[src/glsc_pkg.sv]
// Shared types and constants for the grid line spacing classifier.
// Used by glsc_ctrl, glsc_dp and grid_line_spacing_classifier_top.
`timescale 1ns / 1ps
`default_nettype none
package glsc_pkg;

  localparam int unsigned MaxPoints = 64;
  localparam int unsigned AddrW     = $clog2(MaxPoints);
  localparam int unsigned CountW    = $clog2(MaxPoints + 2);
  localparam int unsigned WinGaps   = 9;

  localparam logic [CountW-1:0] NPT_MAX = CountW'(MaxPoints);
  localparam logic [CountW-1:0] NWIN    = CountW'(WinGaps);
  localparam logic [3:0]        LAST_GRP = 4'(WinGaps);

  localparam logic [15:0] MIN_SPACING_RST = 16'd320;
  localparam logic [5:0]  MAX_RATIO_RST   = 6'd13;

  localparam logic CFG_MIN_SPACING = 1'b0;
  localparam logic CFG_MAX_RATIO   = 1'b1;

  typedef struct packed {
    logic [15:0] pos;
    logic [7:0]  id;
  } pt_t;

  typedef struct packed {
    logic [15:0] size;
    logic [7:0]  lid;
    logic [7:0]  rid;
    logic [15:0] at;
  } gap_t;

  typedef struct packed {
    logic             p_we;
    logic [AddrW-1:0] waddr;
    logic [AddrW-1:0] ra;
    logic [AddrW-1:0] rb;
    logic             gap_phase;
    logic             rank_clr;
    logic             cmp_en;
    logic [AddrW-1:0] cmp_idx;
    logic [AddrW-1:0] cmp_i;
    logic             s_we;
    logic             g_we;
    logic             win_clr;
    logic             win_en;
    logic [AddrW-1:0] win_idx;
    logic             sel_clr;
    logic             sel_en;
    logic [3:0]       grp;
    logic             sub;
    logic             emit_ld;
    logic             grp_adv;
    logic             fail_ld;
  } cmd_t;

  typedef struct packed {
    logic             have;
    logic             ratio_ok;
    logic [AddrW-1:0] best;
    logic             out_free;
    logic             two;
  } sts_t;

endpackage
`default_nettype wire

[src/glsc_ctrl.sv]
// Controller state machine: load, sort, gap, window search, check, select, emit and fail phases.
// Depends on glsc_pkg; drives glsc_dp through cmd_t and reads sts_t.
`timescale 1ns / 1ps
`default_nettype none
module glsc_ctrl (
  input  wire logic          clk,
  input  wire logic          rst,
  input  wire logic          in_valid,
  input  wire logic          last,
  output logic               in_stall,
  output glsc_pkg::cmd_t     cmd,
  input  wire glsc_pkg::sts_t sts
);

  typedef enum logic [8:0] {
    ST_IDLE = 9'b000000001,
    ST_SP   = 9'b000000010,
    ST_GAP  = 9'b000000100,
    ST_SG   = 9'b000001000,
    ST_WIN  = 9'b000010000,
    ST_CHK  = 9'b000100000,
    ST_SEL  = 9'b001000000,
    ST_EMIT = 9'b010000000,
    ST_FAIL = 9'b100000000
  } state_t;

  state_t state, state_next;
  logic [glsc_pkg::CountW-1:0] cnt, cnt_next, n, n_next, i, i_next, k, k_next;
  logic sub, sub_next;
  logic [glsc_pkg::CountW-1:0] lim;
  logic [glsc_pkg::AddrW-1:0] k6;

  assign in_stall = (state != ST_IDLE);

  always_ff @(posedge clk) begin
    if (rst) begin
      state <= ST_IDLE;
      cnt   <= '0;
      n     <= '0;
      i     <= '0;
      k     <= '0;
      sub   <= 1'b0;
    end else begin
      state <= state_next;
      cnt   <= cnt_next;
      n     <= n_next;
      i     <= i_next;
      k     <= k_next;
      sub   <= sub_next;
    end
  end

  always_comb begin
    state_next = state;
    cnt_next   = cnt;
    n_next     = n;
    i_next     = i;
    k_next     = k;
    sub_next   = sub;
    cmd        = '0;
    k6         = k[glsc_pkg::AddrW-1:0];
    lim        = (state == ST_SG) ? (n - 1'b1) : n;
    cmd.cmp_idx = k6 - 1'b1;
    cmd.cmp_i   = i[glsc_pkg::AddrW-1:0];
    cmd.win_idx = k6 - 1'b1;
    cmd.grp     = k[3:0];
    cmd.sub     = sub;
    unique case (state)
      ST_IDLE: begin
        if (in_valid) begin
          if (cnt < glsc_pkg::NPT_MAX) begin
            cmd.p_we  = 1'b1;
            cmd.waddr = cnt[glsc_pkg::AddrW-1:0];
            cnt_next  = cnt + 1'b1;
          end
          if (last) begin
            n_next   = (cnt < glsc_pkg::NPT_MAX) ? cnt + 1'b1 : cnt;
            cnt_next = '0;
            i_next   = '0;
            k_next   = '0;
            state_next = (n_next <= glsc_pkg::NWIN) ? ST_FAIL : ST_SP;
          end
        end
      end
      ST_SP, ST_SG: begin
        cmd.gap_phase = (state == ST_SG);
        cmd.ra = i[glsc_pkg::AddrW-1:0];
        cmd.rb = k6;
        cmd.rank_clr = (k == '0);
        cmd.cmp_en = (k != '0) && (k <= lim);
        if (k == lim + 1'b1) begin
          cmd.s_we = 1'b1;
          k_next = '0;
          if (i == lim - 1'b1) begin
            i_next = '0;
            state_next = (state == ST_SP) ? ST_GAP : ST_WIN;
          end else begin
            i_next = i + 1'b1;
          end
        end else begin
          k_next = k + 1'b1;
        end
      end
      ST_GAP: begin
        cmd.ra = k6;
        cmd.rb = k6 + 1'b1;
        cmd.waddr = k6 - 1'b1;
        cmd.g_we = (k != '0);
        if (k == n - 1'b1) begin
          k_next = '0;
          i_next = '0;
          state_next = ST_SG;
        end else begin
          k_next = k + 1'b1;
        end
      end
      ST_WIN: begin
        cmd.gap_phase = 1'b1;
        cmd.ra = k6;
        cmd.rb = k6 + glsc_pkg::AddrW'(glsc_pkg::WinGaps - 1);
        cmd.win_clr = (k == '0);
        cmd.win_en = (k != '0);
        if (k == n - glsc_pkg::NWIN) begin
          k_next = '0;
          state_next = ST_CHK;
        end else begin
          k_next = k + 1'b1;
        end
      end
      ST_CHK: begin
        k_next = '0;
        state_next = (sts.have && sts.ratio_ok) ? ST_SEL : ST_FAIL;
      end
      ST_SEL: begin
        cmd.ra = sts.best + k6;
        cmd.sel_clr = (k == '0);
        cmd.sel_en = (k != '0);
        if (k == glsc_pkg::NWIN) begin
          k_next = '0;
          sub_next = 1'b0;
          state_next = ST_EMIT;
        end else begin
          k_next = k + 1'b1;
        end
      end
      ST_EMIT: begin
        if (sts.out_free) begin
          cmd.emit_ld = 1'b1;
          if (!sub && sts.two) begin
            sub_next = 1'b1;
          end else begin
            sub_next = 1'b0;
            cmd.grp_adv = 1'b1;
            k_next = k + 1'b1;
            if (k[3:0] == glsc_pkg::LAST_GRP) begin
              k_next = '0;
              state_next = ST_IDLE;
            end
          end
        end
      end
      ST_FAIL: begin
        if (sts.out_free) begin
          cmd.fail_ld = 1'b1;
          state_next = ST_IDLE;
        end
      end
      default: state_next = ST_IDLE;
    endcase
  end

endmodule
`default_nettype wire

[config.mk]
export PLATFORM = sky130hd
export DESIGN_NAME = glsc_ctrl
export DESIGN_NICKNAME = d
export VERILOG_FILES = /design/src/glsc_pkg.sv /design/src/glsc_ctrl.sv
export SDC_FILE = /design/constraint.sdc
export NUM_CORES = 1
export LEC_CHECK = 0
export BUFFER_PORTS_ARGS = -buffer_cell sky130_fd_sc_hd__buf_2
export CORE_MARGIN = 4
export CORE_UTILIZATION = 53
export DETAILED_ROUTE_END_ITERATION = 10
export PLACE_DENSITY_LB_ADDON = 0.1
export SYNTH_ARGS = -nofsm -noshare
export SYNTH_HDL_FRONTEND = slang
export SYNTH_SLANG_ARGS = --single-unit
[constraint.sdc]
create_clock -name clk -period 3.6 [get_ports clk]
set_input_delay 0.36 -clock clk [delete_from_list [all_inputs] [get_ports clk]]
set_output_delay 0.36 -clock clk [all_outputs]
set_load 0.02 [all_outputs]
==> results of run 1 <==
worst max-delay path by stage:
| stage | start | to | cells after the start | slack [ns] |
|---|---|---|---|---|
| detailed placement | state[8] | cmd[32] | 11 | 0.02 |
| floorplan | n[0] | cmd[32] | 14 | -0.003 |
| global placement | state[8] | cmd[32] | 11 | 0.09 |
| CTS | n[0] | cmd[32] | 13 | -0.20 |
| global route | state[4] | state[7] | 17 | -0.33 |
| finish | state[4] | state[7] | 17 | -0.24 |
where the power goes:
| group | total [mW] | switching [mW] | internal (mW) | leakage (nW) |
|---|---|---|---|---|
| sequential | 0.463 | 0.0216 | 0.441 | 0.309 |
| clock | 0.466 | 0.188 | 0.278 | 0.0683 |
| combinational | 1.02 | 0.559 | 0.457 | 1.89 |
per-layer routing:
layer	up-vias	track usage, %	share of wire, %
met5	-	0	0
met4	0	11.1	3.7
met3	58	4.59	9.5
met2	302	48.3	46
met1	2296	38.9	41
li1	2297	-	-
tightest hold or removal path: stages:
cell and delay [ns]:
buf_2 0.10, nand3_1 0.06, a21oi_1 0.05
cell families after synthesis:
kind of cell	count (synthesis)
simple gates	226
compound gates	152
buf+inv	85
xor+xnor	54
flops	38
fa+ha+maj	23
mux	5
cells in the mapped netlist, types with 10 or more instances:
library cell  count
a21oi_1          32
a31oi_1          14
and3_1           16
buf_4            17
clkbuf_1         29
dfxtp_1          38
ha_1             20
inv_1            31
nand2_1          62
nand3_1          28
nor2_1           38
nor3_1           15
o21ai_0          33
or3_1            10
xnor2_1          37
xor2_1           13
what timing repair did:
| item | in CTS | in global routing |
|---|---|---|
| setup buffers | 18 | 2 |
| hold endpoints to repair | 0 | 0 |
| endpoints found under the setup margin | 2 | 26 |
| pin swaps | 16 | 6 |
| gates cloned | 0 | 1 |
| resized for setup | 16 | 35 |
final cells by class:
cell class | count | area, µm² | share of cell area (%)
Sequential cell | 38 | 766 | 14.1
Timing Repair Buffer | 144 | 935 | 17.2
Multi-Input combinational cell | 460 | 3340 | 61.5
Clock inverter | 3 | 68.8 | 1.27
Tap cell | 102 | 128 | 2.35
Clock buffer | 5 | 68.8 | 1.27
Inverter | 33 | 124 | 2.28
registers in the layout (all words and copies together) (netlist names):
name / cells
n: 7
i: 7
state: 9
sub: 1
cnt: 7
k: 7
layout by cell type, fill, tap and decap left out, drive strengths merged, types with 4 or more instances in the layout:
master / n
ha: 20
mux2i: 4
nor4: 9
buf: 144
dfxtp: 38
inv: 31
o21a: 7
a21oi: 32
nand2b: 5
clkbuf: 5
o22ai: 4
nor3: 17
nand4: 9
o211ai: 7
and2: 5
o21ai: 33
or3: 10
nand3: 28
nor2: 38
or4: 7
a211oi: 10
xnor2: 37
a31oi: 14
xor2: 14
o32ai: 4
and3: 16
a22o: 4
nand2: 62
o31ai: 5
o221ai: 4
==> summary.md, run 1 <==
| Metric | Value |
|---|---|
| Pwr Total | 1.95 mW |
| Delay of the slowest critical-path stage | 0.60 ns |
| Post-synthesis cell type count | 72 |
| Final Hold Vio Count | 0 |
| Vias in the first global route | 4535 |
| Die height | 97.3 µm |
| First-pass GRT wire length | 22800 µm |
| Pre-antenna DRT Iters | 6 |
| R2r setup slk | -0.24 ns |
| Top post-synthesis cells by area | dfxtp_1 (18%), xnor2_1 (7.7%), ha_1 (5.9%) |
| Setup Skew | 0.0184 ns |
| Hold WC Path Type | input pin to register |
| Cell Area, Synth | 0.00423 mm² |
| Wire per inst | 18.6 µm |
| Synth Register Bits | 38 |
| Capturing point of the worst reg2reg path | state[7] |
| Status | complete, but fails checks |
| # fillers | 650 |
| Core Region | 0.00773 mm² |
| PortBufs | 68 |
| Post-Synth Adder-Cell Area | 6.86% |
| Worst r2r src | state[4] |
| Critical Path Slowest Stage Cell | or4_4 |
| Leakage | 2.26 nW |
| Yosys top cell by area | dfxtp_1 |
| Worst path top cell family by delay | simple AND/OR/NAND/NOR gates |
| Sink Count | 38 |
| Bufs on Longest Clock Path | 2 |
| Pwr/cell area | 358 mW/mm² |
| Sequential area share after synthesis | 18.0% |
| Warnings from Yosys | 0 |
| Layout cells sized above 1 | 30.3% |
| Syn_area_per_cell | 7.25 µm² |
| Die ar. | 0.00947 mm² |
| CP Data Arrival Time | 4.08 ns |
| Vias | 4953 |
| Placed insts | 756 |
| Hold Startpoint | sts[8] |
| Worst path required time | 3.83 ns |
| Pre-CTS setup slack | 0.0231 ns |
| Worst vdd ir | 250 µV |
| Dpl hpwl | 10800 µm |
| Hold Slack | 0.311 ns |
| Initial core utilization | 54.7% |
| Total gr overflow | 0 |
| Total placed instance area | 0.00491 mm² |
| Pins Over Slew Limit | 0 |
| GP Congestion | 0.992 |
| FF-to-FF path depth | 17 |
| Hold depth | 3 |
| Vias per cell | 6.31 |
| DRC | 0 |
| Crit Path Category | register to register |
| Antenna viol nets, final | 0 |
| Starting DRC count in detailed routing | 381 |
| Crit share post-route | 107% |
| Num rows | 32 |
| Largest net degree at the start of global routing | 33 |
| Largest family of logic cells by synthesized area | simple AND/OR/NAND/NOR gates |
| Clk pin slew, worst setup/hold paths | 0.10 ns |
| CTS Buf Count | 5 |
| Max Cap Violations | 0 |
| Total track usage | 29.4% |
| CP Launch Type | register |
| Most used cell, CP | buf_4 |
| Simple-gate share of the synthesized area | 28.0% |
| Utilization after layout | 70.2% |
| Failing checks | setup timing |
| Synth top area share | 18.0% |
| Synth Net Count | 618 |
| Endpoint class of the critical path | register |
| Synth Flop Type | dfxtp_1 |
| Slew margin rel. | 49.3% |
| Hold Path Sink | state[6] |
| Post-Syn Instances | 583 |
| Post-layout min period | 3.84 ns |
| Post-synth ARST share | 0% |
| Crit Path Max Fanout | 8 |
| Diodes inserted | 0 |
| Post-route cell area | 0.00543 mm² |
| Final Instance Count excl. Fillers | 785 |
| Mux share of post-synthesis cell area | 1.21% |
| Crit-path cells | or4_4 -> nor4_4 -> xnor2_2 -> buf_4 -> buf_4 -> buf_4 -> buf_4 -> buf_4 -> buf_4 -> buf_4 -> buf_4 -> xor2_2 -> xor2_1 -> a211o_1 -> a21bo_4 -> or3_1 -> a21oi_1 |
| Detailed Route WL | 14600 µm |
| Post-layout nets | 717 |
| Root Buffer | clkbuf_8 |
| I/O pin count | 69 |
| Max frequency | 0.260 GHz |
| Final setup vio count | 18 |
| Post-synthesis xor/xnor area fraction | 12.4% |
| Antenna violations before repair | 0 |
| Layout area overhead | 28.3% |
| Die Wd | 97.3 µm |
| Compound-Gate Fraction of Synth Area | 24.3% |
| Post-synth EDFFs | 0 |
| RSZ-0062 raised after global routing | true |
| Setup ws final | -0.243 ns |
| Setup TNS Final | -2.09 ns |
| CTS tree | built |
| H-tree Lvls | 2 |
| Worst Path Buf+Inv | 8 |
| Clock latency on the worst-skew pair | 0.32 ns |
| Worst Tran Pin Value | 0.754 ns |
| Hold bufs inserted after CTS | 0 |
Note: power is estimated with default switching activity, not from simulation.
==> run 2, diff against run 1 <==
--- a/config.mk
+++ b/config.mk
@@ -5,9 +5,10 @@
 export SDC_FILE = /design/constraint.sdc
 export NUM_CORES = 1
 export LEC_CHECK = 0
+export ABC_AREA = 1
 export BUFFER_PORTS_ARGS = -buffer_cell sky130_fd_sc_hd__buf_2
 export CORE_MARGIN = 4
-export CORE_UTILIZATION = 53
+export CORE_UTILIZATION = 52
 export DETAILED_ROUTE_END_ITERATION = 10
 export PLACE_DENSITY_LB_ADDON = 0.1
 export SYNTH_ARGS = -nofsm -noshare
==> summary.md, run 2 <==
| Metric | Value |
|---|---|
| Worst path required time | 3.24 ns |
| CTS tree | built |
| Post-CTS Setup Inserts | 0 |
| Clk pin slew, worst setup/hold paths | 0.08 ns |
| CTS Buf Count | 5 |
| Crit. Startpoint | state[8] |
| Core Region | 0.00777 mm² |
| Bufs on Longest Clock Path | 2 |
| Cell Area, Synth | 0.00416 mm² |
| Sequential area share after synthesis | 18.3% |
| Antenna violations before repair | 0 |
| Pre-CTS setup slack | 0.639 ns |
| Layout area overhead | 8.46% |
| Num rows | 32 |
| Post-layout nets | 776 |
| Pwr/cell area | 573 mW/mm² |
| Vias per cell | 5.57 |
| Yosys top cell by area | dfxtp_1 |
| Endpoint class of the critical path | primary output |
| H-tree Lvls | 2 |
| RSZ-0062 raised after global routing | false |
| Max Cap Violations | 0 |
| Die ar. | 0.00949 mm² |
| Slew margin rel. | 52.8% |
| Vias | 4691 |
| Internal power | 1.21 mW |
| Crit share post-route | 87.7% |
| Top post-synthesis cells by area | dfxtp_1 (18%), nand2_1 (17%), nor2_1 (7.9%) |
| Total gr overflow | 0 |
| Die height | 97.4 µm |
| Hold Startpoint | last |
| DRC | 0 |
| Commonest non-fill, non-tap cell in the layout | nand2_1 |
| FF-to-FF path depth | 18 |
| Pins Over Slew Limit | 0 |
| Status | complete, no violations |
| Most frequent cells in the layout | nand2_1 (185), nor2_1 (87), inv_1 (78) |
| Max frequency | 0.317 GHz |
| Top Metal Used | met4 |
| Pre-antenna DRT Iters | 5 |
| Post-Syn Instances | 696 |
| R2r setup slk | 0.56 ns |
| Wire per inst | 15.6 µm |
| Hold WC Path Type | input pin to register |
| Final setup vio count | 0 |
| Sequential power share | 23.1% |
| Synth Net Count | 731 |
| First-pass GRT wire length | 21400 µm |
| Initial core utilization | 53.5% |
| Post-synth EDFFs | 0 |
| Leakage | 2.31 nW |
| Final Hold Vio Count | 0 |
| GP Congestion | 0.947 |
| Routed wl met2 | 5700 µm |
| Synth Flop Type | dfxtp_1 |
| Synth cell count leaders | nand2_1 (185), nor2_1 (87), inv_1 (78) |
| Setup ws final | 0.442 ns |
| Hold bufs inserted after CTS | 0 |
| Total track usage | 27.2% |
| Detailed Route WL | 13200 µm |
| Synth top area share | 18.3% |
| Crit Path Max Fanout | 11 |
| Logic gate share of total power | 65.3% |
| End of the critical path | cmd[32] |
| Net switching power | 1.37 mW |
| Post-synth ARST share | 0% |
| Worst vdd ir | 241 µV |
| Die Wd | 97.4 µm |
| Reg with most FFs | state |
| Largest net degree at the start of global routing | 22 |
| Syn_area_per_cell | 5.97 µm² |
| PortBufs | 68 |
| Sink Count | 38 |
| CTS resizes | 0 |
| Met3 routed wirelength | 937 µm |
| Sw Ratio | 53.2% |
| Capturing point of the worst reg2reg path | state[7] |
| Count leader, synth | nand2_1 |
| Diodes inserted | 0 |
| Vias in the first global route | 4389 |
| Layout cells sized above 1 | 16.6% |
| Worst r2r src | state[8] |
| Root Buffer | clkbuf_8 |
| Clock latency on the worst-skew pair | 0.29 ns |
| Met1 wire length | 6190 µm |
| Worst Tran Pin Value | 0.705 ns |
| Synth Register Bits | 38 |
| Post-synthesis cell type count | 43 |
| Crit Path Category | register to primary output |
| Hold Slack | 0.419 ns |
| Antenna viol nets, final | 0 |
| CP Launch Type | register |
| Warnings from Yosys | 0 |
| Largest register FFs | 9 |
| Setup TNS Final | 0 ns |
| Dpl hpwl | 10400 µm |
| Post-layout min period | 3.16 ns |
| Utilization after layout | 58.0% |
| Clk pwr share | 11.6% |
| Setup Skew | 0.00865 ns |
| I/O pin count | 69 |
| Starting DRC count in detailed routing | 434 |
| CP Data Arrival Time | 2.80 ns |
## run 2: changes by cell type after synthesis, sizes merged, moves of 20 or more
cell and delta:
inv +52, nand2 +144, clkbuf -20, xnor2 -31, nor2 +60, nand3 +41
## run 2: worst min-delay path by stage
stage / end / slack [ns] / cells after the start
2_1_floorplan: sub / 0.45 / 2
3_3_place_gp: sub / 0.47 / 2
3_5_place_dp: sub / 0.48 / 2
4_1_cts: cnt[5] / 0.42 / 4
5_1_grt: cnt[0] / 0.44 / 4
6_report: cnt[5] / 0.42 / 4
## run 2: metrics by stage
stage	std cells	power, mW	area (µm²)
3_3_place_gp	836	2.25	4430
3_5_place_dp	836	2.26	4430
6_report	842	2.58	4510
2_1_floorplan	696	1.95	4160
4_1_cts	842	2.57	4510
5_1_grt	842	2.84	4510
## run 2: power groups by stage
stage	Sequential (mW)	Combinational (mW)	Clock (mW)
after floorplan	0.571	1.38	0
after global placement	0.601	1.64	0
after detailed placement	0.605	1.66	0
after CTS	0.595	1.67	0.303
after global routing	0.607	1.91	0.323
final	0.597	1.69	0.299
## run 2: final cells by class
| type | count | area [µm²] |
|---|---|---|
| Clock buffer | 6 | 82.6 |
| Timing Repair Buffer | 71 | 363 |
| Tap cell | 102 | 128 |
| Inverter | 85 | 319 |
| Multi-Input combinational cell | 540 | 2860 |
| Sequential cell | 38 | 761 |
| Fill cell | 816 | 3260 |
## run 2: per-layer routing
layer / global-route usage, % / vias up
li1: - / 2331
met1: 36.7 / 2130
met2: 44.0 / 196
met3: 4.88 / 34
met4: 8.73 / 0
met5: 0 / -
## run 2: kinds of logic (layout without fill, tap and decap cells)
family / count (synthesis) / after routing / synth area share (%)
buf+inv: 118 / 162 / 13.0
flops: 38 / 38 / 18.3
xor+xnor: 33 / 33 / 6.95
compound gates: 73 / 73 / 10.3
simple gates: 413 / 413 / 44.9
fa+ha+maj: 21 / 21 / 6.50
## run 2: worst max-delay path: stages, from the launching register on
cell and delay (ns):
dfxtp_1 0.39, inv_2 0.12, nand3_2 0.11, nor2_2 0.44, nand3_1 0.23, nand2_1 0.14
ha_1 0.26, inv_1 0.08, nor2_1 0.05, a311oi_1 0.21, nand2_1 0.09, a21oi_1 0.18
buf_2 0.20
